$ cat src/rtl/assert_macros.svh
// Assertion macros shared by the advertiser tracking table RTL.
`ifndef ASSERT_MACROS_SVH
`define ASSERT_MACROS_SVH

// Property checked on every rising edge outside reset.
`define AAT_ASSERT(lbl, prop) \
  lbl: assert property (@(posedge clk_i) disable iff (!rst_ni) prop) \
    else $error("aat assertion failed");

// Condition in one cycle implies a condition in the next.
`define AAT_ASSERT_NEXT(lbl, pre, post) \
  `AAT_ASSERT(lbl, (pre) |=> (post))

`endif

$ cat src/rtl/aat_pkg.sv
// Types, constants and helpers for the advertiser tracking table.
package aat_pkg;

  localparam int unsigned TableEntriesDef = 64;

  localparam int unsigned AddrW  = 48;
  localparam int unsigned TimeW  = 32;
  localparam int unsigned RssiW  = 8;
  localparam int unsigned VendW  = 16;
  localparam int unsigned WcntW  = 16;
  localparam int unsigned CntW   = 7;
  localparam int unsigned RateW  = 20;
  localparam int unsigned StatW  = 2;
  localparam int unsigned IntvW  = 22;
  localparam int unsigned CfgIdxW = 2;
  localparam int unsigned CfgW   = 32;
  localparam int unsigned NumW   = 42;   // advert delta times 1000
  localparam int unsigned WideW  = 9;    // holds any count up to 256

  localparam logic [TimeW-1:0] StaleRst    = 32'd15000;
  localparam logic [TimeW-1:0] ActiveRst   = 32'd10000;
  localparam logic [TimeW-1:0] MinSpacing  = 32'd1000;
  localparam logic [NumW-1:0]  MsPerS      = 42'd1000;
  localparam logic [37:0]      BusyNext    = 38'd51;    // above 50/s means >= 51
  localparam logic [NumW-1:0]  FloodRate   = 42'd300;
  localparam logic [WideW-1:0] FloodActive = 9'd20;
  localparam logic [NumW-1:0]  HighRate    = 42'd150;
  localparam logic [WideW-1:0] SpikeAdded  = 9'd10;
  localparam logic [RssiW-1:0] RssiFloor   = 8'h81;     // -127
  localparam logic [VendW-1:0] VendorNone  = 16'hffff;
  localparam logic [WcntW-1:0] WcntMax     = 16'hffff;
  localparam logic [RateW-1:0] RateMax     = 20'hfffff;
  localparam logic [CntW-1:0]  CntMax      = 7'd127;

  typedef enum logic [CfgIdxW-1:0] {
    REG_SCAN_EN  = 2'd0,
    REG_INTERVAL = 2'd1,
    REG_STALE    = 2'd2,
    REG_ACTIVE   = 2'd3
  } cfg_reg_e;

  typedef enum logic {
    CMD_ADVERT = 1'b0,
    CMD_TICK   = 1'b1
  } cmd_e;

  typedef enum logic [StatW-1:0] {
    STAT_NORMAL = 2'd0,
    STAT_FLOOD  = 2'd1,
    STAT_HIGH   = 2'd2,
    STAT_SPIKE  = 2'd3
  } status_e;

  typedef struct packed {
    logic [AddrW-1:0] addr;
    logic [TimeW-1:0] seen;
    logic [RssiW-1:0] rssi;
    logic [VendW-1:0] vendor;
    logic [WcntW-1:0] wcnt;
  } entry_t;

  typedef struct packed {
    logic [5:0]       pad;
    logic [StatW-1:0] status;
    logic [CntW-1:0]  busy;
    logic [VendW-1:0] vendor;
    logic [AddrW-1:0] addr;
    logic [RssiW-1:0] rssi;
    logic [TimeW-1:0] overflow;
    logic [TimeW-1:0] total;
    logic [RateW-1:0] rate;
    logic [CntW-1:0]  gone;
    logic [CntW-1:0]  added;
    logic [CntW-1:0]  active;
  } out_t;

  typedef struct packed {
    logic load;
    logic adv_eval;
    logic adv_write;
    logic idx_inc;
    logic tick_init;
    logic tick_eval;
    logic div_start;
    logic div_step;
    logic x_eval;
    logic finish;
  } cmd_t;

  typedef struct packed {
    logic scan_en;
    logic tick_due;
    logic idx_last;
    logic div_last;
    logic x_skip;
    logic x_done;
    logic out_free;
  } sts_t;

  function automatic logic [CntW-1:0] sat7(input logic [WideW-1:0] v);
    return (v > WideW'(CntMax)) ? CntMax : v[CntW-1:0];
  endfunction

endpackage

$ cat src/rtl/aat_ctrl.sv
// Sequencer for advert search, tick walk, rate divide and set compare.
`include "assert_macros.svh"

module aat_ctrl (
  input  logic          clk_i,
  input  logic          rst_ni,
  input  logic          in_valid_i,
  input  logic          in_tick_i,
  output logic          in_ready_o,
  input  aat_pkg::sts_t sts_i,
  output aat_pkg::cmd_t cmd_o
);
  import aat_pkg::*;

  typedef enum logic [10:0] {
    S_IDLE = 11'b000_0000_0001,
    S_ARD  = 11'b000_0000_0010,
    S_AEV  = 11'b000_0000_0100,
    S_AWR  = 11'b000_0000_1000,
    S_TCHK = 11'b000_0001_0000,
    S_TRD  = 11'b000_0010_0000,
    S_TEV  = 11'b000_0100_0000,
    S_DIV  = 11'b000_1000_0000,
    S_XRD  = 11'b001_0000_0000,
    S_XEV  = 11'b010_0000_0000,
    S_FIN  = 11'b100_0000_0000
  } state_e;

  state_e state_q, state_d;

  always_comb begin
    state_d    = state_q;
    cmd_o      = '0;
    in_ready_o = 1'b0;
    unique case (state_q)
      S_IDLE: begin
        in_ready_o = 1'b1;
        if (in_valid_i) begin
          cmd_o.load = 1'b1;
          if (in_tick_i) begin
            state_d = S_TCHK;
          end else if (sts_i.scan_en) begin
            state_d = S_ARD;
          end
        end
      end
      S_ARD: state_d = S_AEV;
      S_AEV: begin
        cmd_o.adv_eval = 1'b1;
        if (sts_i.idx_last) begin
          state_d = S_AWR;
        end else begin
          cmd_o.idx_inc = 1'b1;
          state_d       = S_ARD;
        end
      end
      S_AWR: begin
        cmd_o.adv_write = 1'b1;
        state_d         = S_IDLE;
      end
      S_TCHK: begin
        if (sts_i.tick_due) begin
          cmd_o.tick_init = 1'b1;
          state_d         = S_TRD;
        end else begin
          state_d = S_IDLE;
        end
      end
      S_TRD: state_d = S_TEV;
      S_TEV: begin
        cmd_o.tick_eval = 1'b1;
        if (sts_i.idx_last) begin
          cmd_o.div_start = 1'b1;
          state_d         = S_DIV;
        end else begin
          cmd_o.idx_inc = 1'b1;
          state_d       = S_TRD;
        end
      end
      S_DIV: begin
        cmd_o.div_step = 1'b1;
        if (sts_i.div_last) begin
          state_d = sts_i.x_skip ? S_FIN : S_XRD;
        end
      end
      S_XRD: state_d = S_XEV;
      S_XEV: begin
        cmd_o.x_eval = 1'b1;
        state_d      = sts_i.x_done ? S_FIN : S_XRD;
      end
      S_FIN: begin
        if (sts_i.out_free) begin
          cmd_o.finish = 1'b1;
          state_d      = S_IDLE;
        end
      end
      default: state_d = S_IDLE;
    endcase
  end

  always_ff @(posedge clk_i or negedge rst_ni) begin
    if (!rst_ni) begin
      state_q <= S_IDLE;
    end else begin
      state_q <= state_d;
    end
  end

  `AAT_ASSERT(a_write_after_scan, (state_q == S_AWR) |-> $past(state_q == S_AEV))
  `AAT_ASSERT_NEXT(a_div_then_compare, (state_q == S_DIV) && sts_i.div_last,
                   (state_q == S_XRD) || (state_q == S_FIN))
  `AAT_ASSERT(a_finish_only_free, cmd_o.finish |-> sts_i.out_free)

endmodule

$ cat config.mk
export PLATFORM = sky130hd
export DESIGN_NAME = aat_ctrl
export DESIGN_NICKNAME = d
export VERILOG_FILES = /design/src/rtl/aat_pkg.sv /design/src/rtl/aat_ctrl.sv
export VERILOG_INCLUDE_DIRS = /design/src /design/src/rtl
export SDC_FILE = /design/constraint.sdc
export NUM_CORES = 1
export LEC_CHECK = 0
export BUFFER_PORTS_ARGS = -buffer_cell sky130_fd_sc_hd__buf_2
export CAP_MARGIN = 20
export CORE_AREA = 3 3 40 42
export CTS_BUF_LIST = sky130_fd_sc_hd__clkbuf_8
export DETAILED_ROUTE_END_ITERATION = 7
export DIE_AREA = 0 0 43 45
export PLACE_DENSITY = 0.86
export SETUP_SLACK_MARGIN = 0.3
export SLEW_MARGIN = 5
export SYNTH_ARGS = -nofsm -noshare
export SYNTH_HDL_FRONTEND = slang
export SYNTH_SLANG_ARGS = --single-unit
$ cat constraint.sdc
create_clock -name clk_i -period 4.8 [get_ports clk_i]
set_input_delay 0.72 -clock clk_i [delete_from_list [all_inputs] [get_ports clk_i]]
set_output_delay 0.72 -clock clk_i [all_outputs]
set_load 0.01 [all_outputs]
# == Yosys cells after proc, flatten, opt, wreduce, memory -nomap -nowiden ==
# Index checks and enable logic that the tools add are counted.
# classes
n_eq_ne,15
mux,26
n_reduce_logical,2
# ops
operator,count
$pmux 11 s10,1
$mux 11,7
$mux 1,14
$eq 11x1->1 const B,1
$eq 11x10->1 const B,1
$eq 11x11->1 const B,1
$eq 11x2->1 const B,1
$eq 11x3->1 const B,1
$eq 11x4->1 const B,1
$eq 11x5->1 const B,1
$eq 11x6->1 const B,1
$eq 11x7->1 const B,1
$eq 11x8->1 const B,1
$eq 11x9->1 const B,1
$mux 8,1
$mux 6,1
$ne 2x2->1 const B,3
$mux 4,1
$reduce_and 4->1,1
$ne 3x3->1 const B,1
$mux 2,1
$reduce_or 2->1,1
# word_totals
reg_bits,11
output_inout_bits,11

# == Logic depth before layout (Yosys ltp) ==
# depth
ltp_word,4
ltp_mapped,6
ltp_nobuf,6

# == Worst setup path after synthesis ==
# Ideal clock, no wire load.
# synth_path
kind,reg-to-output
startpoint,register state_q[7]
endpoint,output port cmd_o[6] (netlist name)
arrival_time_ps,1645
required_time_ps,4080
slack_ps,2435
stages_incl_launch_ff,6
n_path_buf,1
path_cell_list,dfrtp_1 or4_1 buf_2 nor3_1 nand4b_1 a21oi_1
# synth_rtl
element,line,rtl
from (decl),aat_ctrl.sv:29,"state_e state_q, state_d;"
from (signal assigned),aat_ctrl.sv:105,state_q <= state_d;
to (decl),aat_ctrl.sv:11,output aat_pkg::cmd_t cmd_o

==> results.json <==
{
  "cts_root_buffer": "clkbuf_8",
  "synth_nets": 87,
  "die_w_um": 43,
  "powerDensity_nw_per_um2": 441,
  "wl_per_cell_um": 13.6,
  "path_max_fanout": 7,
  "startpoint": "state_q[7]$_DFFE_PN0P_",
  "final_common_cell": "buf_2",
  "ios": 22,
  "synthXorXnorAreaFrac": 0.0252,
  "via_per_inst": 5.95,
  "synth_top_family_by_area": "simple AND/OR/NAND/NOR gates",
  "initial_utilization": 0.541,
  "largest_reg_flops": 11,
  "critPathKind": "register to output pin",
  "grt_max_degree": 12,
  "dieArea_sq_um": 1940,
  "io_buffers": 21,
  "synthSimpleGateAreaFrac": 0.397,
  "final_cell_mix": "buf_2, dfrtp_1, nor2_1",
  "vias": 684,
  "seqCellArea_sq_um": 277,
  "cts_max_level": 1,
  "synth_compound_area_frac": 0.140,
  "antenna_left": 0,
  "hpwl_mm": 1.20,
  "hold-worst-slack_ns": 0.344,
  "multiInputGateArea_sq_um": 403,
  "grt_pass1_vias": 629,
  "yosys_warnings": 0,
  "ys.flop_type": "dfrtp_1",
  "ir_drop_uv": 283,
  "synth_edf_count": 0,
  "cts_buffers": 3,
  "synth-seq-area-share": 0.397,
  "antenna_found_initial": 0,
  "grt_pass1_wl_mm": 2.71,
  "fmax_mhz": 361,
  "min_path_type": "input pin to asynchronous set/reset pin",
  "status": "finished, final reports clean",
  "clkSlewWorstSetupHoldPaths_ns": 0.05,
  "netlist_area_sq_um": 696,
  "dpl.cell_count": 111,
  "fin_crit_sh": 0.576,
  "reg_top3": "state_q: 11 flops",
  "power.total_mw": 0.379,
  "synthToLayoutAreaGrowth_pct": 23.6,
  "fp.dieH_um": 45,
  "drc": 0,
  "core.rowCount": 13,
  "setup.worst_path.start_class": "register",
  "cp-end-kind": "output pin",
  "gp_congestion": 0.916,
  "clockBufferDepth": 2,
  "dr.pass1.iters": 4,
  "grt-ovfl-total": 0,
  "rsz0062_at_grt": "no",
  "clkSinkCount": 11,
  "antenna_cells": 0,
  "coreArea_sq_um": 1280,
  "fillers": 113,
  "tns_ns": 0,
  "hold_viol_final": 0,
  "reg2reg_slack_ns": 2.84,
  "synth-seq-cells": 11,
  "insertion_delay_ns": 0.24,
  "postCtsHoldBufs": 0,
  "crit_chain": "or4_1 > nor3_1 > nand4b_1 > a21oi_1 > buf_2",
  "initialDrtViolationCount": 20,
  "leakagePower_nw": 0.443,
  "synthDistinctLibCells": 32,
  "cts_tree": "done",
  "relSlewSlack": 0.681,
  "r2r-end": "state_q[0]$_DFFE_PN1P_",
  "slowest_stage": "or4_1",
  "finClkSkew_ns": 0.00390,
  "cts_resized": 0,
  "max_stage_delay_ns": 0.64,
  "avgSynthCellArea_sq_um": 9.15,
  "track_usage": 0.183,
  "critPathArrivalTime_ns": 2.05,
  "path_buf_inv": 1,
  "max_cap_viol_count": 0,
  "async_flop_share": 1.00,
  "synth_mux_area_frac": 0,
  "r2r-start": "state_q[7]$_DFFE_PN0P_",
  "syn_inst": 76,
  "crit_family": "simple AND/OR/NAND/NOR gates",
  "layout-drive-gt1-share": 0.280,
  "setup_violations": 0,
  "drt-total-wl_mm": 1.56,
  "fin_cells": 115,
  "crit_required_ns": 4.08,
  "worst_slew_pin_slew_ns": 0.475,
  "final_nets": 112,
  "cts_setup_buffers": 0,
  "largest_register": "state_q",
  "finalCriticalPeriod_ns": 2.77,
  "slew_viol_final": 0,
  "rr_worst_depth": 4,
  "synth_fa_ha_area_frac": 0.0162
}
[area by class of cell]
| cell class | instances | area share |
|---|---|---|
| flip-flops and latches | 11 | 0.322 |
| well taps | 15 | 0.0218 |
| multi-input cells | 61 | 0.469 |
| clock buffers | 3 | 0.0480 |
| inverters | 3 | 0.0131 |
| repair buffers | 21 | 0.122 |
| clock inverters | 1 | 0.00437 |
[worst max-delay path by stage]
stage / end / slack (ns) / depth (start not counted)
global placement: cmd_o[6] / 2.34 / 5
detailed placement: cmd_o[6] / 2.30 / 5
CTS: cmd_o[6] / 2.03 / 5
finish: cmd_o[6] / 2.03 / 5
floorplan: cmd_o[6] / 2.44 / 5
global route: cmd_o[6] / 1.85 / 5
[cell families after synthesis]
group                      Yosys count
xor gates and xnor gates             2
adders and majority gates            1
and+or+nand+nor                     43
AOI/OAI and AO/OA                   15
DFF                                 11
buffers and inverters                4
[worst register-to-register path, cell delays in order, from the launching register on]
cell      delay, ns
dfrtp_1        0.43
nor4_1         0.48
nand3b_1       0.18
or4b_2         0.65
o211a_1        0.14
[cells in the mapped netlist, types with 2 or more instances]
master     n  area share
dfrtp_1   10        0.36
nor2_1     7       0.038
nand2b_1   6       0.054
o21ai_0    6       0.043
and2_1     5       0.045
and4_1     3       0.038
inv_1      3       0.016
nand2_1    3       0.016
nand3b_1   3       0.032
nor4_1     3       0.027
a21oi_1    2       0.014
nand4b_1   2       0.025
nor2b_1    2       0.018
nor3_1     2       0.014
xor2_1     2       0.025
[where the power goes]
group | leakage, nW | internal [mW] | switching (mW)
Combinational | 0.267 | 0.0722 | 0.0830
Clock | 0.0269 | 0.0561 | 0.0336
Sequential | 0.149 | 0.111 | 0.0230
Total | 0.443 | 0.239 | 0.140
[layer usage]
layer	track usage	up-vias	wire, um	part of all wire
li1	-	331	-	-
met1	0.260	312	702	0.45
met2	0.290	39	680	0.44
met3	0.0518	2	175	0.11
met4	0.0181	0	4	0.0026
met5	0	-	0	0
[metrics by stage]
step                      area (sq um)  setup slack, ns  utilization
after detailed placement           815             2.30        0.634
after floorplan                    696             2.44            -
after global placement             815             2.34        0.634
after global routing               860             1.85        0.669
after CTS                          860             2.03        0.669
final                              860             2.03        0.669
No activity file was read; power rests on OpenSTA's default activity.
